===== src/ptob_pkg.sv =====
// ----------------------------------------------------------------------------
// ptob_pkg
// Shared codes, defaults and controller/datapath interface types for the
// price-time order book.
// ----------------------------------------------------------------------------
`default_nettype none

package ptob_pkg;

  localparam int DEF_MAX_ORDERS   = 1024;
  localparam int DEF_PRICE_LEVELS = 4096;

  // request codes
  localparam logic [2:0] REQ_INSERT = 3'd0;
  localparam logic [2:0] REQ_REMOVE = 3'd1;
  localparam logic [2:0] REQ_FIND   = 3'd2;
  localparam logic [2:0] REQ_BEST   = 3'd3;
  localparam logic [2:0] REQ_FRONT  = 3'd4;
  localparam logic [2:0] REQ_LQTY   = 3'd5;
  localparam logic [2:0] REQ_FILL   = 3'd6;
  localparam logic [2:0] REQ_SETREM = 3'd7;

  // result status codes
  localparam logic [1:0] ST_OK      = 2'd0;
  localparam logic [1:0] ST_INVALID = 2'd1;
  localparam logic [1:0] ST_FULL    = 2'd2;

  typedef struct packed {
    logic       clr;        // clearing pass step
    logic       accept;     // latch request
    logic       cnt_clr;    // restart counter and search flags
    logic       scan;       // slot search step
    logic       best;       // level search step
    logic       ld_s_free;
    logic       ld_s_found;
    logic       ld_s_head;
    logic       ld_lv_req;
    logic       ld_lv_slot;
    logic       sl_cap;
    logic       lv_cap;
    logic       ins_wr;
    logic       ins_link;
    logic       unlink_wr;
    logic       fill_wr;
    logic       setr_wr;
    logic       finish;
    logic [1:0] status;
  } cmd_t;

  typedef struct packed {
    logic       clr_last;
    logic       scan_last;
    logic       best_last;
    logic       price_ok;
    logic [2:0] req_type;
    logic       found;
    logic       free_found;
    logic       best_found;
    logic       occ;
    logic       fill_over;
    logic       fill_zero;
  } sts_t;

endpackage

`default_nettype wire


===== src/ptob_ctrl.sv =====
// ----------------------------------------------------------------------------
// ptob_ctrl
// Request sequencer: walks each request through search, read, and write
// steps of the datapath and issues one result strobe per request.
// ----------------------------------------------------------------------------
`default_nettype none

module ptob_ctrl (
  input  wire logic           clk,
  input  wire logic           rst,
  input  wire logic           start,
  output logic                busy,
  output logic                done,
  input  wire ptob_pkg::sts_t sts,
  output ptob_pkg::cmd_t      cmd
);
  import ptob_pkg::*;

  typedef enum logic [4:0] {
    S_CLEAR, S_IDLE, S_DISPATCH, S_SCAN, S_SCAN_DRAIN, S_SCAN_END,
    S_SL_WAIT, S_SL_CAP, S_SL_DEC, S_LV_WAIT, S_LV_CAP, S_LV_DEC,
    S_INS_WR, S_INS_LINK, S_UNLINK_WR, S_FILL_WR, S_SETR_WR,
    S_BEST, S_BEST_DRAIN, S_BEST_END, S_RESP
  } state_t;

  state_t     state, state_next;
  logic [1:0] rsp_status, rsp_status_next;

  always_comb begin
    state_next      = state;
    rsp_status_next = rsp_status;
    cmd             = '0;
    case (state)
      S_CLEAR: begin
        cmd.clr = 1'b1;
        if (sts.clr_last) state_next = S_IDLE;
      end
      S_IDLE: begin
        if (start) begin
          cmd.accept = 1'b1;
          state_next = S_DISPATCH;
        end
      end
      S_DISPATCH: begin
        cmd.cnt_clr = 1'b1;
        case (sts.req_type)
          REQ_INSERT: begin
            if (!sts.price_ok) begin
              state_next      = S_RESP;
              rsp_status_next = ST_INVALID;
            end else begin
              state_next = S_SCAN;
            end
          end
          REQ_BEST: state_next = S_BEST;
          REQ_FRONT, REQ_LQTY, REQ_FILL: begin
            if (!sts.price_ok) begin
              state_next      = S_RESP;
              rsp_status_next = ST_INVALID;
            end else begin
              cmd.ld_lv_req = 1'b1;
              state_next    = S_LV_WAIT;
            end
          end
          default: state_next = S_SCAN;
        endcase
      end
      S_SCAN: begin
        cmd.scan = 1'b1;
        if (sts.scan_last) state_next = S_SCAN_DRAIN;
      end
      S_SCAN_DRAIN: state_next = S_SCAN_END;
      S_SCAN_END: begin
        if (sts.req_type == REQ_INSERT) begin
          if (sts.found) begin
            state_next      = S_RESP;
            rsp_status_next = ST_INVALID;
          end else if (!sts.free_found) begin
            state_next      = S_RESP;
            rsp_status_next = ST_FULL;
          end else begin
            cmd.ld_s_free = 1'b1;
            cmd.ld_lv_req = 1'b1;
            state_next    = S_LV_WAIT;
          end
        end else if (!sts.found) begin
          state_next      = S_RESP;
          rsp_status_next = ST_INVALID;
        end else begin
          cmd.ld_s_found = 1'b1;
          state_next     = S_SL_WAIT;
        end
      end
      S_SL_WAIT: state_next = S_SL_CAP;
      S_SL_CAP: begin
        cmd.sl_cap = 1'b1;
        state_next = S_SL_DEC;
      end
      S_SL_DEC: begin
        case (sts.req_type)
          REQ_REMOVE, REQ_SETREM: begin
            cmd.ld_lv_slot = 1'b1;
            state_next     = S_LV_WAIT;
          end
          REQ_FILL: begin
            if (sts.fill_over) begin
              state_next      = S_RESP;
              rsp_status_next = ST_INVALID;
            end else begin
              state_next = S_FILL_WR;
            end
          end
          default: begin
            state_next      = S_RESP;
            rsp_status_next = ST_OK;
          end
        endcase
      end
      S_LV_WAIT: state_next = S_LV_CAP;
      S_LV_CAP: begin
        cmd.lv_cap = 1'b1;
        state_next = S_LV_DEC;
      end
      S_LV_DEC: begin
        case (sts.req_type)
          REQ_INSERT: state_next = S_INS_WR;
          REQ_REMOVE: state_next = S_UNLINK_WR;
          REQ_SETREM: state_next = S_SETR_WR;
          REQ_FRONT, REQ_FILL: begin
            if (!sts.occ) begin
              state_next      = S_RESP;
              rsp_status_next = ST_INVALID;
            end else begin
              cmd.ld_s_head = 1'b1;
              state_next    = S_SL_WAIT;
            end
          end
          default: begin
            state_next      = S_RESP;
            rsp_status_next = sts.occ ? ST_OK : ST_INVALID;
          end
        endcase
      end
      S_INS_WR: begin
        cmd.ins_wr = 1'b1;
        if (sts.occ) begin
          state_next = S_INS_LINK;
        end else begin
          state_next      = S_RESP;
          rsp_status_next = ST_OK;
        end
      end
      S_INS_LINK: begin
        cmd.ins_link    = 1'b1;
        state_next      = S_RESP;
        rsp_status_next = ST_OK;
      end
      S_UNLINK_WR: begin
        cmd.unlink_wr   = 1'b1;
        state_next      = S_RESP;
        rsp_status_next = ST_OK;
      end
      S_FILL_WR: begin
        cmd.fill_wr     = 1'b1;
        rsp_status_next = ST_OK;
        // front order used up: take it out of the level
        state_next      = sts.fill_zero ? S_UNLINK_WR : S_RESP;
      end
      S_SETR_WR: begin
        cmd.setr_wr     = 1'b1;
        state_next      = S_RESP;
        rsp_status_next = ST_OK;
      end
      S_BEST: begin
        cmd.best = 1'b1;
        if (sts.best_last) state_next = S_BEST_DRAIN;
      end
      S_BEST_DRAIN: state_next = S_BEST_END;
      S_BEST_END: begin
        state_next      = S_RESP;
        rsp_status_next = sts.best_found ? ST_OK : ST_INVALID;
      end
      S_RESP: begin
        cmd.finish = 1'b1;
        cmd.status = rsp_status;
        state_next = S_IDLE;
      end
      default: state_next = S_IDLE;
    endcase
  end

  always_ff @(posedge clk) begin
    if (rst) begin
      state      <= S_CLEAR;
      busy       <= 1'b1;
      done       <= 1'b0;
      rsp_status <= ST_OK;
    end else begin
      state      <= state_next;
      busy       <= (state_next != S_IDLE);
      done       <= (state == S_RESP);
      rsp_status <= rsp_status_next;
    end
  end

endmodule

`default_nettype wire


===== config.mk =====
export PLATFORM = sky130hd
export DESIGN_NAME = ptob_ctrl
export DESIGN_NICKNAME = d
export VERILOG_FILES = /design/src/ptob_pkg.sv /design/src/ptob_ctrl.sv
export SDC_FILE = /design/constraint.sdc
export NUM_CORES = 1
export LEC_CHECK = 0
export BUFFER_PORTS_ARGS = -buffer_cell sky130_fd_sc_hd__buf_4
export CAP_MARGIN = 20
export CORE_MARGIN = 2
export CORE_UTILIZATION = 30
export CTS_CLUSTER_DIAMETER = 40
export DETAILED_ROUTE_END_ITERATION = 10
export SLEW_MARGIN = 15
export SYNTH_ARGS = -nofsm -noshare
export SYNTH_HDL_FRONTEND = slang
export SYNTH_SLANG_ARGS = --single-unit

===== constraint.sdc =====
create_clock -name clk -period 2.4 [get_ports clk]
set_clock_uncertainty 0.2 [all_clocks]
set_input_delay 0.12 -clock clk [delete_from_list [all_inputs] [get_ports clk]]
set_output_delay 0.12 -clock clk [all_outputs]
set_load 0.005 [all_outputs]

==> results.sh, run 1 <==
export IMPL_cp_max_fo=12
export IMPL_rsz0062_at_grt="no"
export IMPL_critPathArrivalTime_ps=1940
export IMPL_clock_sinks=9
export IMPL_synth_edf_count=0
export IMPL_reg2reg_depth=7
export IMPL_startpoint="state[3]"
export IMPL_pwr_share_clk=0.159
export IMPL_post_drt_wl_per_cell_um=14.2
export IMPL_cts_max_level=1
export IMPL_cts_clk_slew_worst_paths_ps=60
export IMPL_tightest_slew_ps=444
export IMPL_dpl_cell_area_mm2=0.00143
export IMPL_antenna_left=0
export IMPL_yosysMostFrequentCell="nor2_1"
export IMPL_grt_pass1_vias=1171
export IMPL_reg2reg_to="busy"
export IMPL_timing_final_crit_period_ps=2260
export IMPL_syn_avg_cell_area_um2=6.67
export IMPL_power_density_mw_per_mm2=490
export IMPL_finalSetupViolations=0
export IMPL_relSlewSlack=0.701
export IMPL_drt_initial_drc_count=111
export IMPL_num_rows=21
export IMPL_yosysWarnings=0
export IMPL_die_h_um=63.6
export IMPL_finalHoldViolCount=0
export IMPL_final_util=0.433
export IMPL_setup_tns_ps=0
export IMPL_drt_first_pass_iters=4
export IMPL_r2r_slack_ps=190
export IMPL_startpoint_type="flip-flop"
export IMPL_final_nets=218
export IMPL_synth_ff_type="dfxtp_1"
export IMPL_areaGrowthSynthToFinish_pct=37.5
export IMPL_max_freq_ghz=0.442
export IMPL_end_kind="primary output"
export IMPL_sw_frac_of_total=0.412
export IMPL_ios=38
export IMPL_combPwrFrac=0.561
export IMPL_synthTopCellsByCount="nor2_1, nand2_1, dfxtp_1, inv_1"
export IMPL_period_share=0.942
export IMPL_drive_gt1_frac=0.318
export IMPL_p_leak_nw=0.617
export IMPL_power_switching_mw=0.296
export IMPL_grt_pass1_wl_um=5520
export IMPL_route_detailed_drc=0
export IMPL_grt_ovfl_total=0
export IMPL_grt_max_degree=15
export IMPL_drv_cap=0
export IMPL_ir_drop_mv=0.287
export IMPL_track_usage=0.170
export IMPL_yosys_area_top_type_share=0.169
export IMPL_numCtsBuffers=3
export IMPL_outcome="complete, no violations"
export IMPL_p_int_mw=0.423
export IMPL_wl_um=3500
export IMPL_worstPathRequired_ps=2080
export IMPL_async_flop_share=0
export IMPL_clockBufferDepth=2
export IMPL_vias=1330
export IMPL_cp_endpoint="cmd[11]"
export IMPL_final_area_mm2=0.00147
export IMPL_initial_utilization=0.315
export IMPL_dieArea_mm2=0.00405
export IMPL_dpl_hpwl_um=2800
export IMPL_portBuffers=37
export IMPL_syn_area_mm2=0.00107
export IMPL_p_seq_frac=0.280
export IMPL_hold_class="primary input to flip-flop"
export IMPL_drv_slew=0
export IMPL_holdPathStages=4
export IMPL_diodes=0
export IMPL_yosysUniqueCellTypes=49
export IMPL_yosysSeqAreaShare=0.169
export IMPL_gp_congestion=0.911
export IMPL_core_area_mm2=0.00339
export IMPL_p_total_mw=0.718
export IMPL_yosysTopAreaCell="dfxtp_1"
export IMPL_timing_rr_start="state[2]"
export IMPL_ys_ff_latch=9
export IMPL_clock_latency_ps=260
export IMPL_die_w_um=63.6
export IMPL_synth_nets=176
export IMPL_cts_tree="yes"
export IMPL_synth_top_cells_by_area="dfxtp_1, nor2_1, nand2_1, nand2b_1, a21oi_1"
export IMPL_vias_per_cell=5.38
export IMPL_path_class="flip-flop to primary output"
export IMPL_antenna_found_initial=0
export IMPL_clockRootBuffer="clkbuf_4"
export IMPL_netlist_instances=160
what timing repair did:
action / 4_1_cts / 5_1_grt
gates resized for setup: 0 / 1
endpoints found under the hold margin: 9 / 0
hold buffers: 1 / 0
setup endpoints to repair: 0 / 1
buffers inserted: 0 / 0
layout by cell type (no fill, tap or decap), types with 2 or more instances in the layout:
| cell type | Yosys | routed |
|---|---|---|
| nand3b_1 | 3 | 3 |
| inv_1 | 9 | 9 |
| dfxtp_1 | 9 | 9 |
| nand2b_1 | 7 | 7 |
| a22o_1 | 2 | 2 |
| a22oi_1 | 3 | 3 |
| or3b_2 | 2 | 2 |
| clkbuf_4 | 0 | 3 |
| a21oi_1 | 7 | 7 |
| or3_1 | 2 | 2 |
| a31oi_1 | 4 | 4 |
| o21ai_0 | 6 | 6 |
| nor2b_1 | 3 | 3 |
| or3b_1 | 3 | 3 |
| nor3_1 | 6 | 6 |
| nand2_1 | 12 | 12 |
| buf_4 | 0 | 46 |
| nand3_1 | 6 | 6 |
| mux2i_1 | 2 | 2 |
| nor2_2 | 2 | 3 |
| or2_2 | 2 | 2 |
| nor2_1 | 30 | 29 |
| o211ai_1 | 2 | 2 |
| o22ai_1 | 4 | 4 |
logic make-up (layout without fill, tap and decap cells):
logic type / after synthesis / count (layout) / synth area share
AO/OA/AOI/OAI: 42 / 42 / 0.288
XOR/XNOR: 1 / 1 / 0.00821
buffers and inverters: 19 / 60 / 0.0703
flip-flops: 9 / 9 / 0.169
multiplexers: 2 / 2 / 0.0188
AND/OR/NAND/NOR: 87 / 87 / 0.445
final cells by class:
cell class,count,area [um^2]
tap,46,57.6
fill,369,1920
sequential,9,180
multi-input combinational,132,815
timing repair buffer,47,355
inverter,9,33.8
clock buffer,4,26.3
sequential cells by signal (all words and copies together), names as in the netlist:
signal / cells
done: 1
busy: 1
rsp_status: 2
state: 5
power by group through the flow:
stage / Sequential, mW / Combinational, mW / Clock (mW)
3_3_place_gp: 0.204 / 0.402 / 0
4_1_cts: 0.201 / 0.400 / 0.117
6_report: 0.201 / 0.403 / 0.114
2_1_floorplan: 0.194 / 0.258 / 0
5_1_grt: 0.203 / 0.441 / 0.127
3_5_place_dp: 0.204 / 0.398 / 0
metrics by stage:
| step | hold slack [ps] | setup WS, ps | std cells |
|---|---|---|---|
| 2_1_floorplan | 158 | 474 | 160 |
| 3_3_place_gp | 160 | 171 | 242 |
| 3_5_place_dp | 157 | 151 | 242 |
| 4_1_cts | 47.7 | 129 | 247 |
| 5_1_grt | 60.0 | 42.2 | 247 |
| 6_report | 59.4 | 140 | 247 |
critical path, stage by stage (launching register included):
cell and delay [ps]:
dfxtp_1 410, or3_1 480, nor2_2 350, a41o_1 310, buf_4 140
layer usage:
layer,share of wire,vias to the layer above,global-route usage
met2,0.46,63,0.275
met3,0.091,4,0.0357
met5,0,-,0
met4,0.0080,0,0.0326
met1,0.44,596,0.232
li1,-,667,-
worst min-delay path by stage:
| stage | to | startpoint |
|---|---|---|
| global route | busy | sts[10] |
| global placement | rsp_status[0] | rst |
| finish | busy | sts[10] |
| floorplan | cmd[12] | sts[2] |
| detailed placement | rsp_status[0] | rst |
| CTS | busy | sts[10] |
Note: power is estimated with default switching activity, not from simulation.
==> run 2: changes to the inputs <==
CORE_UTILIZATION = 49   (was 30)
PLACE_DENSITY = 0.79   (was unset)
==> run 2 against run 1 <==
Net effect:
- via count grew 6.5%
- global-route usage increased by 12 points
- total power down 2.2%
- worst hold slack worse by 29 ps
- utilization increased by 27 points
- sequential power grew 9%
- cell area decreased by 4.6%
- die area down 37%
- highest routed layer unchanged
- setup slack worse by 53 ps
==> results.sh, run 2 (synthesis gave the netlist of run 1 again) <==
export IMPL_final_common_cell="buf_4"
export IMPL_ir_drop_mv=0.399
export IMPL_vias_per_cell=6.38
export IMPL_drive_gt1_frac=0.303
export IMPL_crit_family="simple AND/OR/NAND/NOR gates"
export IMPL_grt_pass1_vias=1206
export IMPL_worstPathRequired_ps=2080
export IMPL_track_usage=0.288
export IMPL_clock_latency_ps=270
export IMPL_critPathArrivalTime_ps=1990
export IMPL_antenna_found_initial=0
export IMPL_period_share=0.964
export IMPL_end_kind="primary output"
export IMPL_finalSetupViolations=0
export IMPL_vias=1417
export IMPL_ios=38
export IMPL_clockBufferDepth=2
export IMPL_cts_max_level=1
export IMPL_cp_max_fo=11
export IMPL_die_w_um=50.7
export IMPL_antenna_left=0
export IMPL_core_area_mm2=0.00200
export IMPL_dpl_hpwl_um=2670
export IMPL_diodes=0
export IMPL_dieArea_mm2=0.00257
export IMPL_final_nets=212
export IMPL_grt_pass1_wl_um=5600
export IMPL_largest_register="state"
export IMPL_num_rows=16
export IMPL_max_freq_ghz=0.432
export IMPL_stdcell_count=222
export IMPL_cp_num_buf_inv=1
export IMPL_gp_congestion=0.942
export IMPL_finalHoldViolCount=0
export IMPL_combPwrFrac=0.514
export IMPL_p_int_mw=0.399
export IMPL_cts_tree="yes"
export IMPL_p_seq_frac=0.313
export IMPL_relSlewSlack=0.690
export IMPL_drt_initial_drc_count=78
export IMPL_p_leak_nw=0.589
export IMPL_clockRootBuffer="clkbuf_4"
export IMPL_drt_first_pass_iters=4
export IMPL_die_h_um=50.7
export IMPL_grt_max_degree=17
export IMPL_hold_class="primary input to flip-flop"
export IMPL_portBuffers=37
export IMPL_tightest_slew_ps=453
export IMPL_drv_cap=0
export IMPL_crit_path_cell_trace="or3b_1 > nor4_4 > a41o_1 > buf_4"
export IMPL_cts_clk_slew_worst_paths_ps=70
export IMPL_path_class="flip-flop to primary output"
export IMPL_fillers=181
export IMPL_largest_register_ff_count=5
export IMPL_layout_common_cells="buf_4, nor2_1, nand2_1"
export IMPL_post_drt_wl_per_cell_um=15.7
export IMPL_setup_tns_ps=0
export IMPL_initial_utilization=0.533
export IMPL_power_switching_mw=0.304
export IMPL_slowest_delay_ps=530
export IMPL_largestRegisters="state (5), rsp_status (2)"
export IMPL_outcome="complete, no violations"
export IMPL_areaGrowthSynthToFinish_pct=31.2
export IMPL_timing_final_crit_period_ps=2310
export IMPL_power_density_mw_per_mm2=502
export IMPL_grt_ovfl_total=0
export IMPL_critPathSlowestCell="or3b_1"
export IMPL_clock_sinks=9
export IMPL_startpoint_type="flip-flop"
export IMPL_wl_um=3490
export IMPL_pwr_share_clk=0.172
export IMPL_placed_cells_incl_taps=217
export IMPL_drv_slew=0
export IMPL_sw_frac_of_total=0.432
export IMPL_numCtsBuffers=3
export IMPL_route_detailed_drc=0
run 2: cell types whose count changed in the layout (fill, tap and decap cells not counted), sizes merged:
cell,previous run,this run
buf,46,40
run 2: path summary, 6_finish.rpt:
| kind | from | endpoint | slack (ps) | depth (start not counted) |
|---|---|---|---|---|
| setup / recovery | state[2] | cmd[11] | 90 | 4 |
| hold / removal | sts[10] | busy | 30 | 4 |
| setup reg to reg | state[2] | rsp_status[0] | 200 | 6 |
| hold reg to reg | rsp_status[0] | rsp_status[0] | 280 | 2 |
run 2: repair_timing:
action,in CTS,in global routing
gates resized for setup,0,2
setup buffers,0,0
hold endpoints to repair,9,0
hold buffers,1,0
endpoints found under the setup margin,0,2
run 2: layer usage:
metal  GRT usage  vias to the layer above  wire (um)  part of all wire
li1            -                      651          -                 -
met1       0.396                      651       1460              0.42
met2       0.441                       99       1560              0.45
met3      0.0565                       16        352              0.10
met4       0.108                        0        113             0.032
met5           0                        -          0                 0
run 2: tightest hold or removal path: cells and delay by family:
family          cells  cell delay (ps)
compound gates      1              130
buf+inv             1               90
simple gates        2              120
run 2: layout make-up:
type | count | area [um^2] | area share
repair buffers | 41 | 310 | 0.222
well taps | 27 | 33.8 | 0.0241
inverters | 9 | 33.8 | 0.0241
multi-input cells | 132 | 815 | 0.582
flip-flops and latches | 9 | 181 | 0.130
clock buffers | 4 | 26.3 | 0.0188
run 2: metrics by stage:
stage / hold slack (ps) / utilization / setup WS (ps) / area [um^2] / power (mW)
6_report: 30.7 / 0.699 / 86.5 / 1400 / 0.703
5_1_grt: 36.5 / 0.699 / -2.93 / 1400 / 0.753
4_1_cts: 29.5 / 0.698 / 121 / 1400 / 0.687
3_5_place_dp: 152 / 0.679 / 156 / 1360 / 0.569
3_3_place_gp: 151 / 0.679 / 179 / 1360 / 0.559
2_1_floorplan: 158 / - / 474 / 1070 / 0.452
run 2: power by group through the flow:
stage,sequential (mW),combinational [mW],clock [mW]
2_1_floorplan,0.194,0.258,0
3_3_place_gp,0.217,0.342,0
3_5_place_dp,0.219,0.351,0
4_1_cts,0.215,0.353,0.119
5_1_grt,0.226,0.395,0.133
6_report,0.220,0.362,0.121
==> run 3: changes to the inputs <==
RECOVER_POWER = 25   (was unset)
==> run 3 against run 2 <==
Net effect:
- via count about the same
- die area unchanged
- critical path depth unchanged
- total power down 0.33%
- non-clock buffer count unchanged
- cell area unchanged
==> results.sh, run 3 (synthesis gave the netlist of run 1 again) <==
export IMPL_numCtsBuffers=3
export IMPL_drt_first_pass_iters=4
export IMPL_grt_pass1_wl_um=5600
export IMPL_dpl_cell_area_mm2=0.00136
export IMPL_tightest_slew_ps=453
export IMPL_critPathArrivalTime_ps=1990
export IMPL_antenna_left=0
export IMPL_drive_gt1_frac=0.303
export IMPL_clockRootBuffer="clkbuf_4"
export IMPL_cts_max_level=1
export IMPL_max_freq_ghz=0.432
export IMPL_areaGrowthSynthToFinish_pct=31.2
export IMPL_drv_cap=0
export IMPL_sw_frac_of_total=0.431
export IMPL_grt_ovfl_total=0
export IMPL_gp_congestion=0.942
export IMPL_holdPathStages=4
export IMPL_path_class="flip-flop to primary output"
export IMPL_reg2reg_depth=6
export IMPL_final_nets=212
export IMPL_fillers=181
export IMPL_num_rows=16
export IMPL_drt_initial_drc_count=80
export IMPL_cp_max_fo=11
export IMPL_vias=1416
export IMPL_startpoint_type="flip-flop"
export IMPL_final_common_cell="buf_4"
export IMPL_end_kind="primary output"
export IMPL_post_drt_wl_per_cell_um=15.7
export IMPL_period_share=0.964
export IMPL_finalHoldViolCount=0
export IMPL_wl_um=3480
export IMPL_drv_slew=0
export IMPL_combPwrFrac=0.514
export IMPL_die_w_um=50.7
export IMPL_largestRegisters="state (5), rsp_status (2)"
export IMPL_p_int_mw=0.398
export IMPL_clock_latency_ps=270
export IMPL_antenna_found_initial=0
export IMPL_ir_drop_mv=0.397
export IMPL_grt_max_degree=17
export IMPL_core_area_mm2=0.00200
export IMPL_dpl_hpwl_um=2670
export IMPL_grt_pass1_vias=1206
export IMPL_final_area_mm2=0.00140
export IMPL_die_h_um=50.7
export IMPL_power_switching_mw=0.302
export IMPL_largest_register="state"
export IMPL_clockBufferDepth=2
export IMPL_pwr_share_clk=0.172
export IMPL_track_usage=0.288
export IMPL_route_detailed_drc=0
export IMPL_timing_final_crit_period_ps=2310
export IMPL_hold_class="primary input to flip-flop"
export IMPL_r2r_slack_ps=200
export IMPL_relSlewSlack=0.690
export IMPL_p_seq_frac=0.314
export IMPL_worstPathRequired_ps=2080
export IMPL_power_density_mw_per_mm2=500
export IMPL_vias_per_cell=6.38
export IMPL_initial_utilization=0.533
export IMPL_clock_sinks=9
export IMPL_ios=38
export IMPL_outcome="complete, no violations"
export IMPL_portBuffers=37
export IMPL_diodes=0
export IMPL_finalSetupViolations=0
export IMPL_dieArea_mm2=0.00257
export IMPL_hold_slack_ps=31.5
export IMPL_cts_clk_slew_worst_paths_ps=60
export IMPL_layout_common_cells="buf_4, nor2_1, nand2_1"
export IMPL_cts_setup_buffers=0
export IMPL_p_leak_nw=0.588
export IMPL_largest_register_ff_count=5
export IMPL_cts_tree="yes"
## run 3: area by class of cell
class	count	area, um^2	share of cell area
multi-input cells	132	815	0.582
repair buffers	41	310	0.222
flip-flops and latches	9	181	0.130
inverters	9	33.8	0.0241
well taps	27	33.8	0.0241
clock buffers	4	26.3	0.0188
## run 3: stage by stage
step / instances / utilization / total power [mW] / TNS [ps] / setup WS [ps]
6_report: 222 / 0.699 / 0.701 / 0 / 86.7
5_1_grt: 222 / 0.699 / 0.753 / -2.93 / -2.93
4_1_cts: 222 / 0.698 / 0.687 / 0 / 121
3_5_place_dp: 217 / 0.679 / 0.569 / 0 / 156
3_3_place_gp: 217 / 0.679 / 0.559 / 0 / 179
2_1_floorplan: 160 / - / 0.452 / 0 / 474
## run 3: layer usage
| layer | share of wire | global-route usage | vias to the layer above |
|---|---|---|---|
| met3 | 0.10 | 0.0565 | 16 |
| met2 | 0.45 | 0.441 | 97 |
| met5 | 0 | 0 | - |
| li1 | - | - | 651 |
| met4 | 0.033 | 0.108 | 0 |
| met1 | 0.42 | 0.396 | 652 |
## run 3: critical path, stage by stage (launching register included)
cell and delay (ps):
dfxtp_1 500, or3b_1 530, nor4_4 330, a41o_1 230, buf_4 140
## run 3: power groups by stage
stage | Sequential (mW) | Clock (mW) | Combinational (mW)
2_1_floorplan | 0.194 | 0 | 0.258
3_5_place_dp | 0.219 | 0 | 0.351
3_3_place_gp | 0.217 | 0 | 0.342
6_report | 0.220 | 0.120 | 0.360
5_1_grt | 0.226 | 0.133 | 0.394
4_1_cts | 0.215 | 0.119 | 0.353
## run 3: worst paths after layout
check / from / endpoint
max: state[2] / cmd[11]
min: sts[10] / busy
min reg2reg: rsp_status[0] / rsp_status[0]
max reg2reg: state[2] / rsp_status[0]
## run 3: what timing repair did
item	in CTS	in global routing
endpoints found under the hold margin	9	0
gates resized for setup	0	2
setup endpoints to repair	0	2
hold buffers	1	0
